**config.mk**
```make
export PLATFORM = sky130hd
export DESIGN_NAME = v3n_div_cell
export DESIGN_NICKNAME = d
export VERILOG_FILES = /design/src/hw/rtl/v3n_pkg.sv /design/src/hw/rtl/v3n_div_cell.sv
export SDC_FILE = /design/constraint.sdc
export NUM_CORES = 1
export LEC_CHECK = 0
export BUFFER_PORTS_ARGS = -buffer_cell sky130_fd_sc_hd__buf_2
export CORE_AREA = 4 4 164 166
export CTS_CLUSTER_DIAMETER = 100
export DETAILED_ROUTE_END_ITERATION = 7
export DIE_AREA = 0 0 168 170
export GPL_ROUTABILITY_DRIVEN = 0
export PLACE_DENSITY = 0.74
export RECOVER_POWER = 100
export SLEW_MARGIN = 15
export SYNTH_ARGS = -nofsm -noshare
export SYNTH_HDL_FRONTEND = slang
export SYNTH_SLANG_ARGS = --single-unit
```
**constraint.sdc**
```tcl
create_clock -name clk -period 3.67 [get_ports clk]
set_clock_uncertainty 0.15 [all_clocks]
set_input_delay 0.5505 -clock clk [delete_from_list [all_inputs] [get_ports clk]]
set_output_delay 0.5505 -clock clk [all_outputs]
set_load 0.02 [all_outputs]
```
**src/hw/rtl/v3n_pkg.sv**
```systemverilog
// v3n_pkg: shared types for the vector normalizer pipeline.
// No dependencies.
package v3n_pkg;
  // sideband carried alongside the datapath stages
  typedef struct packed {
    logic       valid;
    logic [2:0] neg;
  } v3n_ctl_t;
endpackage

```
**src/hw/rtl/v3n_div_cell.sv**
```systemverilog
// v3n_div_cell: one restoring division step for three quotients in parallel.
// Depends on v3n_pkg.
module v3n_div_cell #(
  parameter int NW = 31,
  parameter int DW = 17,
  parameter int QW = 16
) (
  input  logic               clk,
  input  logic               rst_n,
  input  logic               en,
  input  v3n_pkg::v3n_ctl_t  ctl_i,
  input  logic [DW-1:0]      den_i,
  input  logic [3*NW-1:0]    num_i,
  input  logic [3*DW-1:0]    rem_i,
  input  logic [3*QW-1:0]    quo_i,
  output v3n_pkg::v3n_ctl_t  ctl_o,
  output logic [DW-1:0]      den_o,
  output logic [3*NW-1:0]    num_o,
  output logic [3*DW-1:0]    rem_o,
  output logic [3*QW-1:0]    quo_o
);
  v3n_pkg::v3n_ctl_t ctl_r;
  logic [DW-1:0]   den_r;
  logic [3*NW-1:0] num_r;
  logic [3*DW-1:0] rem_nxt, rem_r;
  logic [3*QW-1:0] quo_nxt, quo_r;
  logic [DW:0]     sh [3];

  // numerator bits enter MSB first; shift left each step
  always_comb begin
    for (int i = 0; i < 3; i++) begin
      sh[i] = {rem_i[i*DW +: DW], num_i[i*NW + NW - 1]};
      if (sh[i] >= {1'b0, den_i}) begin
        rem_nxt[i*DW +: DW] = DW'(sh[i] - {1'b0, den_i});
        quo_nxt[i*QW +: QW] = {quo_i[i*QW +: QW-1], 1'b1};
      end else begin
        rem_nxt[i*DW +: DW] = sh[i][DW-1:0];
        quo_nxt[i*QW +: QW] = {quo_i[i*QW +: QW-1], 1'b0};
      end
    end
  end

  always_ff @(posedge clk) begin
    if (!rst_n) begin
      ctl_r <= '0;
    end else if (en) begin
      ctl_r <= ctl_i;
    end
    if (en) begin
      den_r <= den_i;
      for (int i = 0; i < 3; i++) begin
        num_r[i*NW +: NW] <= num_i[i*NW +: NW] << 1;
      end
      rem_r <= rem_nxt;
      quo_r <= quo_nxt;
    end
  end
  assign ctl_o = ctl_r;
  assign den_o = den_r;
  assign num_o = num_r;
  assign rem_o = rem_r;
  assign quo_o = quo_r;
endmodule

```
# Yosys cells after proc, flatten, opt, wreduce, memory -nomap -nowiden
# Index checks and enable logic that the tools add are counted.
# totals
inputBits	216
ff_bits	210
# op_classes
magnitude_cmp	3
mux	6
n_addsub	3
# op_table
operator	count
$ge A18 B17 Y1	3
$mux W17	3
$sub A17 B17 Y17	3
$mux W1	3

# Logic depth before layout (Yosys ltp)
# depth
word_depth	2
mapped_depth	13

# Worst setup path after synthesis
# No wires, ideal clock.
# synth_path
path_kind	input-to-reg
start	input port num_i[61]
end	register rem_r[18], in the netlist rem_o[18], data pin
t_arrival_ns	2.995
required_ns	3.260
n_path_buf	1
path_stages	12
slack_ns	0.265
cell_sequence	inv_1 > ha_1 > inv_1 > fa_1 > a21o_1 > a21oi_1 > o21ai_1 > a221o_2 > o211ai_4 > and2_1 > buf_6 > mux2_2
# synth_via
elab_chain_cells	2
elab_cells_between_ends	3
cone_classes	add/sub: 1; order compare: 1; mux: 1
# synth_lines
item	line_no	text
start, declared	v3n_div_cell.sv:13	input logic [3*NW-1:0] num_i,
$sub A17 B17 Y17 or $ge A18 B17 Y1 (tied branches)	v3n_div_cell.sv:34, v3n_div_cell.sv:33	
$mux W17 *	v3n_div_cell.sv:33	if (sh[i] >= {1'b0, den_i}) begin
named net rem_nxt[18]	v3n_div_cell.sv:25	logic [3*DW-1:0] rem_nxt, rem_r;
end signal, assigned	v3n_div_cell.sv:54	rem_r <= rem_nxt;
end, declared	v3n_div_cell.sv:25	
# Mark *: on every way through the listed nets, which the timed path passes. The rest lies on a longest branch.
# A chain may end at the register's enable or synchronous reset.

# Worst setup path in the final report
# layout_path
start	input port num_i[61]
end	register rem_r[31], in the netlist rem_o[31], data pin
# Same word-level chain as after synthesis.

==> results.cfg <==
[setup_path]
worst_r2r_path_depth = 2
reg2reg_slack_ns = 2.88
cp.arrival_ns = 3.29
rr_endpoint = ctl_o[3]
crit_start = num_i[61]
critical_path.max_fanout = 9
r2r_start = ctl_o[3]
critPathKind = in -> reg
start_kind = primary input
cp-endpoint = rem_o[31]
worstPathRequired_ns = 3.77
critical_path.max_stage_delay_ns = 0.46
cp-end-kind = register
cp_cell_sequence = buf_2 -> inv_1 -> ha_1 -> inv_1 -> fa_1 -> a21o_1 -> a21oi_1 -> o21ai_0 -> a221o_2 -> o211ai_1 -> and2_0 -> buf_4 -> clkbuf_1 -> o21ai_0
slowest_stage = a221o_2

[timing]
rsz0062_at_grt = false
setup_violations = 0
setup_tns_ns = 0
fin_crit_ns = 3.20
drv_slew = 76
fmax_mhz = 313
hold_viol_final = 0
tightest_slew_ns = 1.99
relSlewSlack_pct = -33.0
fin_crit_sh_pct = 87.1

[cts]
clk_path_buf_depth = 3
cts_sinks = 210
cts_setup_buffers = 0
ctsResizeCount = 0
clkTransAtPathRegs_ns = 0.06
cts_buffers = 24
clockRootBuffer = clkbuf_16
cts_htree_levels = 1
cts_tree = yes
cts_hold_buf = 0
clk_latency_ns = 0.53

[floorplanning]
boundaryPins = 429
die_h_um = 170
coreArea_mm2 = 0.0256
num_rows = 59
start_util_pct = 37.3
die_w_um = 168
die-area_mm2 = 0.0286

[yosys]
netlist_area_mm2 = 0.00955
yosys_warnings = 0
ys_seq_elements = 210
ys_top_cells_by_area = edfxtp_1 (65%), ha_1 (6.7%), mux2_2 (2.9%), a21oi_1 (2.6%), xnor2_1 (2.5%)
yosys.cell_count.top_type = edfxtp_1
synth_cells = 664
synth_area_per_cell_um2 = 14.4
yosysTopAreaCell = edfxtp_1
synth_top_cells_by_count = edfxtp_1 (206), ha_1 (51), a21oi_1 (49), inv_1 (36), nor2_1 (28)
ys_async_sr_fraction_pct = 0
yosysUniqueCellTypes = 61
synth_seq_area_share_pct = 65.6
synth-edff-count = 206
synth_top_area_share_pct = 64.8
synthFlopType = edfxtp_1

[global_routing]
grt_pass1_wl_um = 45300
use_met2_pct = 36.5
grt_util_all_layers_pct = 20.8
met3_usage_pct = 7.41
grt_util_met1_pct = 23.7
grt_pass1_vias = 7500
antenna_found_initial = 11
grt_max_degree = 77
globalRouteOverflowTotal = 0
gr-max-usage-layer = met2

[power]
p_leak_nw = 5.07
p_per_area_mw_per_mm2 = 538
ir_drop_mv = 0.345

[placed_design]
place_inst = 1427
portBuffers = 422
dp_hpwl_um = 24900

[cells_and_area]
fin_cells = 1472
drive_gt1_share_pct = 25.5
nets = 1388
area_growth_pct = 32.9

[outcome]
status = finished with violations
violations = capacitance limit, slew limit

[detailed_routing]
ant_nets = 0
drt-total-wl_um = 31600
drtIter0Drc = 407
vias = 7421
via_per_inst = 5.04
drc = 0
wire_per_inst_um = 21.5
firstDrtPassIters = 5

[run]
maxCapViolCount = 1

[min_path]
min_path_type = in -> reg
-- metal layers --
layer | up-vias | wire (µm)
li1 | 3462 | -
met4 | 12 | 969
met3 | 65 | 2940
met1 | 3580 | 11800
met5 | - | 70
met2 | 302 | 15800
-- worst min-delay path by stage --
| stage | start | slack (ns) | end | cells after the start |
|---|---|---|---|---|
| floorplan | ctl_o[0] | 0.44 | ctl_o[0] | 2 |
| global placement | ctl_o[3] | 0.34 | ctl_o[3] | 2 |
| detailed placement | ctl_o[3] | 0.36 | ctl_o[3] | 2 |
| CTS | num_i[43] | 0.02 | num_o[44] | 1 |
| global route | quo_i[45] | 0.02 | quo_o[46] | 1 |
| finish | quo_i[8] | 0.04 | quo_o[9] | 1 |
-- sequential cells by signal, indices dropped and copies added, names as in the netlist --
signal / cells
ctl_o: 4
num_o: 90
quo_o: 48
den_o: 17
rem_o: 51
-- through the flow --
stage	util [%]	cell area, µm²	setup WS (ns)	hold slack [ns]	power (mW)
after floorplan	-	9560	0.265	0.439	3.84
after global placement	47.5	12200	0.108	0.343	4.39
after detailed placement	47.5	12200	0.0914	0.363	4.42
after CTS	50.8	13000	0.629	0.0152	6.97
after global routing	49.5	12700	0.237	0.0222	7.13
final	49.5	12700	0.475	0.0417	6.83
-- report_power, final --
part           leakage (nW)  internal, mW  switching (mW)
sequential             2.05          2.92          0.0670
combinational          2.61         0.459           0.857
clock                 0.407          1.56           0.964
-- final cells by class --
cell class,count,area (µm²)
antenna,3,7.51
clock buffer,31,668
clock inverter,11,166
fill,2368,12900
inverter,36,135
multi-input combinational,403,3030
sequential,210,6270
tap,335,419
timing repair buffer,443,2000
-- cell families after synthesis --
group	share of synthesized area (%)
other	0.0393
and+or+nand+nor	6.75
xor gates and xnor gates	3.30
adders and majority gates	7.31
AOI/OAI and AO/OA	10.9
buffers and inverters	2.66
DFF	65.6
muxes	3.47
-- critical path, delay by kind of cell --
family / cells / cell delay (ns)
AOI/OAI and AO/OA: 6 / 1.34
buffers and inverters: 5 / 0.64
adders and majority gates: 2 / 0.55
and+or+nand+nor: 1 / 0.18
-- placed cells by master, fill, tap and decap left out, types with 5 or more instances in the layout --
cell type / instances
nand3_1: 22
edfxtp_1: 206
a21o_1: 19
mux2i_1: 5
nor3_1: 10
nor2_1: 28
xnor2_1: 27
o21a_1: 12
xor2_1: 9
nand2_1: 23
nand4_1: 5
o21ai_0: 24
clkbuf_16: 25
inv_1: 36
buf_2: 199
o21bai_1: 7
ha_1: 51
a21oi_1: 49
clkbuf_1: 231
o31ai_1: 7
buf_4: 13
o41ai_1: 5
mux2_2: 24
nor2b_1: 11
No activity file was read; power rests on OpenSTA's default activity.
