===== src/hw/rtl/v3n_pkg.sv =====
// v3n_pkg: shared types for the vector normalizer pipeline.
// No dependencies.
package v3n_pkg;
  // sideband carried alongside the datapath stages
  typedef struct packed {
    logic       valid;
    logic [2:0] neg;
  } v3n_ctl_t;
endpackage


===== src/hw/rtl/v3n_sqrt_cell.sv =====
// v3n_sqrt_cell: one restoring square-root step, registered.
// Depends on v3n_pkg.
module v3n_sqrt_cell #(
  parameter int SW = 34,
  parameter int RW = 17,
  parameter int MW = 16,
  parameter int STEP = 0
) (
  input  logic               clk,
  input  logic               rst_n,
  input  logic               en,
  input  v3n_pkg::v3n_ctl_t  ctl_i,
  input  logic [SW-1:0]      rem_i,
  input  logic [RW-1:0]      root_i,
  input  logic [3*MW-1:0]    mag_i,
  output v3n_pkg::v3n_ctl_t  ctl_o,
  output logic [SW-1:0]      rem_o,
  output logic [RW-1:0]      root_o,
  output logic [3*MW-1:0]    mag_o
);
  localparam int B = RW - 1 - STEP;
  logic [SW-1:0] trial;
  logic [SW-1:0] root_sh;
  logic          take;
  v3n_pkg::v3n_ctl_t ctl_r;
  logic [SW-1:0] rem_r;
  logic [RW-1:0] root_r;
  logic [3*MW-1:0] mag_r;

  // trial = (root << (B+1)) | (1 << 2B), root holds bits above B
  always_comb begin
    root_sh = SW'(root_i) << (B + 1);
    trial   = root_sh | (SW'(1) << (2 * B));
    take    = rem_i >= trial;
  end

  always_ff @(posedge clk) begin
    if (!rst_n) begin
      ctl_r <= '0;
    end else if (en) begin
      ctl_r <= ctl_i;
    end
    if (en) begin
      rem_r  <= take ? rem_i - trial : rem_i;
      root_r <= take ? (root_i | (RW'(1) << B)) : root_i;
      mag_r  <= mag_i;
    end
  end
  assign ctl_o  = ctl_r;
  assign rem_o  = rem_r;
  assign root_o = root_r;
  assign mag_o  = mag_r;
endmodule


===== config.mk =====
export PLATFORM = sky130hd
export DESIGN_NAME = v3n_sqrt_cell
export DESIGN_NICKNAME = d
export VERILOG_FILES = /design/src/hw/rtl/v3n_pkg.sv /design/src/hw/rtl/v3n_sqrt_cell.sv
export SDC_FILE = /design/constraint.sdc
export NUM_CORES = 1
export LEC_CHECK = 0
export ABC_AREA = 0
export CAP_MARGIN = 20
export CORE_MARGIN = 2
export CORE_UTILIZATION = 65
export DETAILED_ROUTE_END_ITERATION = 8
export DONT_BUFFER_PORTS = 1
export MAX_ROUTING_LAYER = met4
export PLACE_DENSITY = 0.78
export SYNTH_ARGS = -nofsm -noshare
export SYNTH_HDL_FRONTEND = slang
export SYNTH_SLANG_ARGS = --single-unit

===== constraint.sdc =====
create_clock -name clk -period 7.24 [get_ports clk]
set_clock_uncertainty 0.1 [all_clocks]
set_input_delay 1.086 -clock clk [delete_from_list [all_inputs] [get_ports clk]]
set_output_delay 1.086 -clock clk [all_outputs]
set_load 0.02 [all_outputs]

=== Yosys cells after proc, flatten, opt, wreduce, memory -nomap -nowiden ===
Index checks and enable logic that the tools add are counted.

* Add/sub/neg operators: 1
* Magnitude comparators: 1
* Mux-type cells: 1

{| class="wikitable"
|+ Operator list
! kind !! number
|-
| $ge A34 B34 Y1 || 1
|-
| $mux W34 || 1
|-
| $sub A34 B34 Y34 || 1
|}

* Logic and storage cells: 9
* Output and inout bits: 103
* Input bits: 106
* Bits in registers: 103

=== Depth between registers and ports, before layout ===
Gate-level depths: netlist of run 1.

* Depth in word-level cells: 2
* Gate-level depth with buffers: 10
* Gate-level depth less buffers: 9

=== Worst setup path after synthesis of run 1 ===
No wires, ideal clock.

* Path type: input port to flip-flop
* Start point: in root_i[12]
* End point: reg rem_r[24], in the netlist rem_o[24] (data pin)
* Stages on the path: 10
* Library setup time: 0.260 ns
* Required time: 6.880 ns
* Setup slack: 3.953 ns
* Arrival time: 2.926 ns
* Buffers on the path: 2
* Path through: inv_1 -> ha_1 -> buf_6 -> a21oi_4 -> o21ai_2 -> a31o_1 -> a311oi_4 -> nand2_4 -> buf_6 -> mux2_4

* Longest elaborated chain between the ends: 2

{| class="wikitable"
|+ RTL lines
! what !! line !! RTL
|-
| start: declaration || v3n_sqrt_cell.sv:14 || <nowiki>input logic [RW-1:0] root_i,</nowiki>
|-
| $ge A34 B34 Y1 || v3n_sqrt_cell.sv:34 || <nowiki>take = rem_i >= trial;</nowiki>
|-
| $mux W34 || v3n_sqrt_cell.sv:44 || <nowiki>rem_r <= take ? rem_i - trial : rem_i;</nowiki>
|-
| end signal: assignment || v3n_sqrt_cell.sv:44 ||
|-
| end: declaration || v3n_sqrt_cell.sv:26 || <nowiki>logic [SW-1:0] rem_r;</nowiki>
|}

Every way passes these cells.
A chain may end at the register's enable or synchronous reset.

=== Final worst setup path of run 1 ===
* Start point: in root_i[2]
* End point: reg rem_r[19], in the netlist rem_o[19] (data pin)

* Longest elaborated chain between the ends: 2
* Elaborated cells between the ends (all ways): 3
* Classes of those cells: add/sub: 1; order compare: 1; mux: 1

{| class="wikitable"
|+ RTL lines
! what !! line
|-
| $sub A34 B34 Y34 / $ge A34 B34 Y1 (equally long branches) || v3n_sqrt_cell.sv:44, v3n_sqrt_cell.sv:34
|-
| $mux W34 (*) || v3n_sqrt_cell.sv:44
|}

Mark *: on every way between the ends. The rest lies on a longest branch, timed or not.

==> results.yml, run 1 <==
run_status:
  status: "completed"
setup_path:
  arrival_ps: 3100
  cp-end-kind: "register"
  cp_max_fo: 16
  critPathRequiredTime_ps: 7250
  r2r_end: "ctl_o[2]$_SDFFE_PN0P_"
  path_class: "primary input to register"
  r2r_slack_ps: 6340
  r2r_cells: 2
  start_kind: "primary input"
  reg2reg_from: "ctl_o[2]$_SDFFE_PN0P_"
clocking:
  clkTransAtPathRegs_ps: 90
  htreeDepth: 3
  cts_resized: 0
  post_cts_buffers: 0
  clock-sinks: 103
  clk_latency_ps: 340
  cts_root_buf: "clkbuf_8"
  ctsHoldBuffers: 0
  tritoncts: "done"
  cts_buffers: 9
  clock_path_buffers: 2
detailed_routing:
  vias_per_cell: 6.46
  drt.antenna.violating_nets: 0
  wl_per_cell_um: 24.2
  via_count: 2377
  first_pass_iters: 4
  wl_mm: 8.92
  drcViolationCount: 0
  drt_iter0_markers: 68
sta:
  slew_headroom_pct: 61.7
  slew_viol_final: 0
  period_minus_slack_ps: 3090
  fmax_mhz: 323
  fin_crit_sh_pct: 42.7
  fin_setup_tns_ps: 0
  timing.final.setup_violations: 0
  worst_pin_slew_ps: 570
  hold_viol: 0
  rsz0062_at_grt: "false"
  setup_slack_ps: 4150
grt:
  grt_pass1_wl_mm: 13.0
  grt_use_total_pct: 24.7
  met2_usage_pct: 43.3
  grt_max_degree: 104
  grt-busiest-layer: "met2"
  met1_usage_pct: 26.0
  grt_pass1_vias: 2340
  antenna_found_initial: 0
  gr-usage-met3_pct: 7.71
  grt-ovfl-total: 0
final_layout:
  register_area_mm2: 0.00305
  multi_input_area_mm2: 0.00123
  fin_util_pct: 72.0
  antenna_cells: 0
  drive_gt1_share_pct: 11.7
  syn_to_final_growth_pct: 5.69
  nNetsFinal: 409
  nFillCells: 436
placement:
  gp_congestion: 0.907
  hpwl_mm: 6.82
  portBuffers: 0
  dp_slack_ps: 3730
min_path:
  min_from: "ctl_o[1]$_SDFFE_PN0P_"
  holdPathStages: 2
  min_to: "ctl_o[1]$_SDFFE_PN0P_"
  hold_path_class: "register to register"
yosys:
  yosysTopAreaCell: "edfxtp_1"
  synth_warnings: 0
  synthTopCellsByArea: "edfxtp_1 68%, ha_1 4.5%, mux2_4 2.4%"
  ys.flop_type: "edfxtp_1"
  synthArstFlopShare_pct: 0
  synth_cells: 282
  synth-edff-count: 99
  ys_types: 48
  syn-cell-area_mm2: 0.00440
  synth_top_area_share_pct: 67.5
  ys_ff_latch: 103
  synth_fp_nets: 405
  syn_area_per_cell_um2: 15.6
  ys_seq_area_share_pct: 69.4
power_and_ir_drop:
  leakage_nw: 1.73
  power_density_mw_per_mm2: 274
  vdd_drop_max_mv: 0.134
die:
  boundaryPins: 209
  row_count: 29
  fp.dieW_um: 86.3
  core-area_mm2: 0.00646
  die_area_mm2: 0.00745
  initial_utilization_pct: 68.2
  fp.dieH_um: 86.3
job:
  maxCapViolations: 0
worst max-delay path: stages:
cell and delay [ps]:
inv_1 20, ha_1 340, or4bb_1 510, nor3_1 160
and3_1 240, a311oi_4 80, nand2_4 280, mux2_2 380
cell families (layout without fill, tap and decap cells):
kind of cell	after synthesis	in the layout	synth area share, %
xor+xnor	11	11	2.19
compound gates	45	45	7.85
fa+ha+maj	17	17	5.00
buf+inv	25	34	2.67
simple gates	61	61	7.42
mux	20	20	5.51
flops	103	103	69.4
metal layers:
metal  up-vias  wire (µm)
li1       1082          -
met3         8        775
met2       121       4960
met4         0        102
met1      1166       3080
met5         -          0
where the power goes:
| group | leakage, nW | internal [mW] | switching [mW] |
|---|---|---|---|
| clock | 0.103 | 0.166 | 0.193 |
| combinational | 0.624 | 0.0537 | 0.0595 |
| sequential | 1.00 | 0.716 | 0.0871 |
| total | 1.73 | 0.935 | 0.340 |
synthesized netlist by cell type, drive strengths merged, types with 2 or more instances:
cell / instances
nor4: 3
a21boi: 2
nand4: 3
nand2: 12
xnor2: 8
nor2: 15
nand3b: 2
dfxtp: 4
and3: 2
a2bb2oi: 2
edfxtp: 99
a211oi: 2
nor2b: 8
buf: 4
xor2: 3
ha: 16
mux2i: 7
a21oi: 10
a21o: 4
nand3: 3
mux2: 13
nor3: 6
o2111ai: 2
a31oi: 3
o21ai: 6
o21a: 3
inv: 18
clkbuf: 3
or4: 4
o211ai: 3
metrics by stage:
stage / cell area, µm² / hold WS, ps / total power, mW / cells
detailed placement: 4450 / 531 / 0.931 / 352
global route: 4650 / 557 / 1.32 / 368
floorplan: 4400 / 489 / 0.904 / 282
global placement: 4450 / 509 / 0.926 / 352
CTS: 4650 / 544 / 1.28 / 368
finish: 4650 / 543 / 1.27 / 368
sequential cells by signal (all words and copies together) (netlist names):
| register | cells |
|---|---|
| rem_o | 34 |
| mag_o | 48 |
| root_o | 17 |
| ctl_o | 4 |
layout make-up:
cell class	instances	area share (%)
tap	77	2.07
inverter	18	1.45
clock inverter	6	1.64
sequential	103	65.6
multi-input combinational	154	26.5
clock buffer	10	2.74
worst max-delay path by stage:
stage | start | endpoint | slack [ps] | cells after the start
final | root_i[2] | rem_o[19]$_DFFE_PP_ | 4150 | 8
after global routing | root_i[2] | rem_o[19]$_DFFE_PP_ | 4040 | 8
after detailed placement | root_i[1] | rem_o[23]$_DFFE_PP_ | 3730 | 8
after floorplan | root_i[12] | rem_o[24]$_DFFE_PP_ | 3950 | 10
after CTS | root_i[2] | rem_o[19]$_DFFE_PP_ | 4150 | 8
after global placement | root_i[1] | rem_o[20]$_DFFE_PP_ | 3780 | 8
layout by cell type, fill, tap and decap left out, types with 2 or more instances in the layout:
cell       instances
nor4_1             3
o21ai_0            4
a31oi_1            3
a211oi_1           2
nand3b_1           2
mux2_2             6
inv_1             18
a21oi_1            8
o21ai_2            2
a21o_1             4
clkbuf_8           9
xnor2_1            8
clkinv_4           3
nor2_1            15
ha_1              16
a21boi_0           2
edfxtp_1          99
or4_1              4
o211ai_1           3
and3_1             2
nand4_1            3
nor2b_1            8
dfxtp_1            4
nand2_1           11
nand3_1            3
xor2_1             3
nor3_1             6
o2111ai_1          2
a2bb2oi_1          2
o21a_1             3
mux2_4             7
mux2i_1            7
Note: power is estimated with default switching activity, not from simulation.
==> run 2: changes to the inputs <==
ABC_AREA = 1   (was 0)
CORE_UTILIZATION = 63   (was 65)
PLACE_DENSITY = 0.76   (was 0.78)
clock period = 3.1 ns   (was 7.24 ns; I/O delays follow)
==> run 2 against run 1 <==
Compared with the run above:
- sequential cell count unchanged
- final area increased by 8.9%
- clock power increased by 120%
- core utilization decreased by 2.9 points
- critical path depth increased by 4
- die area increased by 12%
==> results.yml, run 2 <==
grt:
  grt_max_degree: 105
  grt_pass1_wl_mm: 15.8
  grt-ovfl-total: 0
  antenna_found_initial: 0
  grt_pass1_vias: 2861
  grt_use_total_pct: 26.0
placement:
  hpwl_mm: 8.12
  place_area_mm2: 0.00488
  dp_slack_ps: 521
  dp.cells: 535
  portBuffers: 0
  gp_congestion: 0.914
die:
  fp.dieW_um: 91.3
  core-area_mm2: 0.00733
  die_area_mm2: 0.00833
  initial_utilization_pct: 65.4
  row_count: 31
  boundaryPins: 209
  fp.dieH_um: 91.3
detailed_routing:
  first_pass_iters: 4
  wl_per_cell_um: 19.0
  wl_mm: 10.5
  drcViolationCount: 0
  vias_per_cell: 5.42
  via_count: 2987
  drt_iter0_markers: 147
  drt.antenna.violating_nets: 0
setup_path:
  reg2reg_from: "ctl_o[0]$_SDFFE_PN0P_"
  slowest_delay_ps: 360
  cp-end-kind: "register"
  path_common_cell: "nand2_1"
  r2r_end: "ctl_o[0]$_SDFFE_PN0P_"
  crit_buf_inv: 3
  arrival_ps: 2210
  r2r_slack_ps: 2240
  critPathRequiredTime_ps: 3110
  r2r_cells: 2
  cp_max_fo: 19
  crit_slowest_cell: "ha_1"
  path_class: "primary input to register"
  critPathTopFamily: "simple AND/OR/NAND/NOR gates"
  critPathLaunch: "root_i[8]"
  path_cells: "inv_1, ha_1, nand2_2, inv_1, nand2_1, nand2_1, inv_2, nand3_2, nand2_4, nand3_4, nand2_1, nand2_1"
  start_kind: "primary input"
yosys:
  synthTopCellsByCount: "125 x nand2_1, 99 x edfxtp_1, 74 x inv_1"
  synth_fp_nets: 562
  synth_warnings: 0
  yosysTopAreaCell: "edfxtp_1"
  synth_cells: 439
  synth_top_area_share_pct: 62.0
  ys.flop_type: "edfxtp_1"
  ys_seq_area_share_pct: 63.6
  yosysMostFrequentCell: "nand2_1"
  synthTopCellsByArea: "edfxtp_1 62%, nand2_1 9.8%, inv_1 5.8%"
  synth-edff-count: 99
  synthArstFlopShare_pct: 0
  ys_types: 29
  syn_area_per_cell_um2: 10.9
  syn-cell-area_mm2: 0.00480
  ys_ff_latch: 103
job:
  maxCapViolations: 0
sta:
  worst_pin_slew_ps: 572
  fmax_mhz: 455
  fin_hold_ws_ps: 96.3
  hold_viol: 0
  slew_viol_final: 0
  rsz0062_at_grt: "false"
  fin_crit_sh_pct: 70.9
  fin_setup_tns_ps: 0
  setup_slack_ps: 901
  period_minus_slack_ps: 2200
  slew_headroom_pct: 61.8
  timing.final.setup_violations: 0
run_status:
  status: "completed"
final_layout:
  fin_area_mm2: 0.00507
  fin_cells: 551
  drive_gt1_share_pct: 13.1
  largest_reg_flops: 48
  syn_to_final_growth_pct: 5.61
  nNetsFinal: 570
  fin_util_pct: 69.1
  nFillCells: 535
  final_cell_mix: "125 x nand2_1, 99 x edfxtp_1, 74 x inv_1, 25 x nor2_1, 21 x nand3_1"
  final_common_cell: "nand2_1"
  antenna_cells: 0
clocking:
  post_cts_buffers: 0
  tritoncts: "done"
  cts_root_buf: "clkbuf_8"
  clock_path_buffers: 2
  clkTransAtPathRegs_ps: 100
  clock-sinks: 103
  ctsHoldBuffers: 0
  htreeDepth: 3
  cts_resized: 0
  clk_latency_ps: 350
  cts_buffers: 9
power_and_ir_drop:
  power_mw: 2.95
  power_density_mw_per_mm2: 583
  leakage_nw: 2.26
  vdd_drop_max_mv: 0.266
min_path:
  holdPathStages: 0
  min_from: "mag_i[9]"
  hold_path_class: "primary input to register"
  min_to: "mag_o[9]$_DFFE_PP_"
==> run 2: cell types whose count changed after synthesis, moves of 6 or more <==
cell	previous run	this run
inv_1	18	74
mux2_2	6	0
mux2_4	7	0
mux2i_1	7	0
nand2_1	11	125
nand2_2	0	17
nand3_1	3	21
nand3_2	0	12
nor2_1	15	25
nor2b_1	8	0
xnor2_1	8	2
==> run 2: worst max-delay path by stage <==
| stage | endpoint | slack (ps) | depth (start not counted) |
|---|---|---|---|
| finish | rem_o[33]$_DFFE_PP_ | 900 | 12 |
| global route | rem_o[33]$_DFFE_PP_ | 780 | 12 |
| CTS | rem_o[33]$_DFFE_PP_ | 900 | 12 |
| detailed placement | rem_o[33]$_DFFE_PP_ | 520 | 12 |
| global placement | rem_o[30]$_DFFE_PP_ | 620 | 12 |
| floorplan | rem_o[27]$_DFFE_PP_ | 1030 | 13 |
==> run 2: power breakdown <==
group,internal (mW),switching [mW]
clock,0.321,0.449
sequential,1.67,0.203
combinational,0.107,0.199
==> run 2: layout make-up <==
| cell class | count | area (µm²) | area share [%] |
|---|---|---|---|
| Sequential cell | 103 | 3050 | 60.3 |
| Inverter | 76 | 285 | 5.63 |
| Multi-Input combinational cell | 257 | 1420 | 28.0 |
| Clock buffer | 11 | 141 | 2.79 |
| Clock inverter | 5 | 42.5 | 0.840 |
| Tap cell | 99 | 124 | 2.45 |
==> run 2: cells by family after synthesis <==
group | share of synthesized area, %
AOI/OAI and AO/OA | 1.36
xor gates and xnor gates | 1.28
adders and majority gates | 4.59
buffers and inverters | 6.76
DFF | 63.6
and+or+nand+nor | 22.4
==> run 2: layer usage <==
metal / routed length, µm / vias to the layer above / GRT usage, % / share of wire, %
met5: 0 / - / - / 0
met1: 4210 / 1403 / 31.1 / 40
met4: 103 / 0 / 9.34 / 0.98
met2: 5370 / 133 / 43.5 / 51
li1: - / 1445 / - / -
met3: 773 / 6 / 6.14 / 7.4
==> run 3: changes to the inputs <==
clock period = 2.15 ns   (was 3.1 ns; I/O delays follow)
==> run 3 against run 2 <==
Compared with the run above:
- the run now ends with negative hold slack left
- die area unchanged
- worst setup slack got worse by 580 ps
- core utilization increased by 14 points
- global-route usage increased by 11 points
- routed wire length increased by 42%
- final area increased by 20%
- power increased by 60%
- critical path depth increased by 1
- critical path type unchanged
- critical endpoint is now rem_o[21]$_DFFE_PP_
==> results.yml, run 3 (synthesis results as in run 2) <==
die:
  row_count: 31
  boundaryPins: 209
  core-area_mm2: 0.00733
  fp.dieW_um: 91.3
  fp.dieH_um: 91.3
  initial_utilization_pct: 65.4
  die_area_mm2: 0.00833
detailed_routing:
  drt.antenna.violating_nets: 0
  drt_iter0_markers: 526
  via_count: 3848
  wl_mm: 14.9
  first_pass_iters: 5
  vias_per_cell: 5.94
  wl_per_cell_um: 22.9
  drcViolationCount: 0
setup_path:
  r2r_slack_ps: 1160
  path_class: "primary input to register"
  critPathTopFamily: "simple AND/OR/NAND/NOR gates"
  crit_slowest_cell: "ha_1"
  arrival_ps: 1860
  path_cells: "inv_1, ha_1, nand2_2, inv_1, nand2_1, nand2_1, inv_2, nand3_2, nand2_4, nand3_4, buf_12, nand2_2, nand2_1"
  critPathRequiredTime_ps: 2180
  critPathLaunch: "root_i[8]"
  setup.worst_path.end: "rem_o[21]$_DFFE_PP_"
  cp_max_fo: 17
  cp-end-kind: "register"
  start_kind: "primary input"
  r2r_cells: 2
  reg2reg_from: "ctl_o[2]$_SDFFE_PN0P_"
  slowest_delay_ps: 360
  r2r_end: "ctl_o[2]$_SDFFE_PN0P_"
  path_common_cell: "nand2_1"
  crit_cells: 13
  crit_buf_inv: 4
grt:
  antenna_found_initial: 0
  grt-ovfl-total: 0
  grt_pass1_vias: 3781
  grt_max_degree: 105
  grt_use_total_pct: 36.8
  grt_pass1_wl_mm: 21.9
clocking:
  cts_root_buf: "clkbuf_8"
  post_cts_buffers: 0
  ctsHoldBuffers: 85
  clkTransAtPathRegs_ps: 110
  htreeDepth: 3
  cts_buffers: 9
  clk_latency_ps: 380
  cts_resized: 0
  clock-sinks: 103
  clock_path_buffers: 2
  tritoncts: "done"
sta:
  fmax_mhz: 547
  period_minus_slack_ps: 1830
  setup_slack_ps: 321
  worst_pin_slew_ps: 353
  hold_viol: 27
  rsz0062_at_grt: "false"
  slew_viol_final: 0
  timing.final.setup_violations: 0
  fin_setup_tns_ps: 0
  slew_headroom_pct: 76.3
  fin_crit_sh_pct: 85.1
  fin_hold_ws_ps: -62.0
power_and_ir_drop:
  power_frac_clock_pct: 28.1
  vdd_drop_max_mv: 0.374
  power_density_mw_per_mm2: 777
  p_sw_mw: 1.44
  power.share.combinational_pct: 14.1
  leakage_nw: 2.70
  power_mw: 4.71
  swShare_pct: 30.6
  seqPwrFrac_pct: 57.8
  power.internal_mw: 3.27
min_path:
  hold_path_class: "primary input to register"
  min_from: "en"
final_layout:
  largest_reg_flops: 48
  drive_gt1_share_pct: 12.9
  antenna_cells: 0
  final_common_cell: "nand2_1"
  fin_cells: 648
  final_cell_mix: "125 x nand2_1, 99 x edfxtp_1, 85 x dlygate4sd3_1, 74 x inv_1, 25 x nor2_1"
  syn_to_final_growth_pct: 26.4
  nNetsFinal: 667
job:
  maxCapViolations: 0
placement:
  dp.cells: 547
  hpwl_mm: 8.60
  portBuffers: 0
  gp_congestion: 0.856
  dp_slack_ps: 14.8
run_status:
  violations: "negative hold slack"
  status: "finished, violations left"
-- run 3: worst min-delay path by stage --
stage / end / slack [ps] / cells after the start
floorplan: mag_o[0]$_DFFE_PP_ / 320 / 0
global placement: mag_o[21]$_DFFE_PP_ / 320 / 0
detailed placement: mag_o[27]$_DFFE_PP_ / 320 / 0
CTS: rem_o[27]$_DFFE_PP_ / -50 / 0
global route: rem_o[26]$_DFFE_PP_ / -70 / 0
finish: rem_o[33]$_DFFE_PP_ / -60 / 0
-- run 3: final cells by class --
| class | instances | area (µm²) |
|---|---|---|
| Timing Repair Buffer | 97 | 978 |
| Multi-Input combinational cell | 257 | 1420 |
| Fill cell | 365 | 1260 |
| Clock inverter | 6 | 77.6 |
| Tap cell | 99 | 124 |
| Clock buffer | 10 | 128 |
| Sequential cell | 103 | 3050 |
| Inverter | 76 | 285 |
-- run 3: worst reg2reg max path, delay by kind of cell, from the launching register on --
kind / cells / cell delay [ps]
flip-flops: 1 / 400
AO/OA/AOI/OAI: 1 / 300
AND/OR/NAND/NOR: 1 / 80
-- run 3: power groups by stage --
stage / Combinational [mW] / Clock (mW) / Sequential (mW)
final: 0.666 / 1.32 / 2.72
after global routing: 0.725 / 1.38 / 2.73
after CTS: 0.620 / 1.26 / 2.71
after detailed placement: 0.486 / 0 / 2.76
after global placement: 0.478 / 0 / 2.75
after floorplan: 0.365 / 0 / 2.72
-- run 3: per-layer routing --
metal  track usage (%)  part of all wire (%)
met4              15.8                   4.7
met2              61.7                    50
met1              42.6                    35
met3              8.80                   9.8
met5                 -                     0
-- run 3: per-stage QoR --
step                      utilization, %  cell area, µm²
after floorplan                        -            4800
after global placement              68.3            5010
after detailed placement            68.3            5010
after CTS                           82.7            6070
after global routing                82.7            6070
final                               82.7            6070
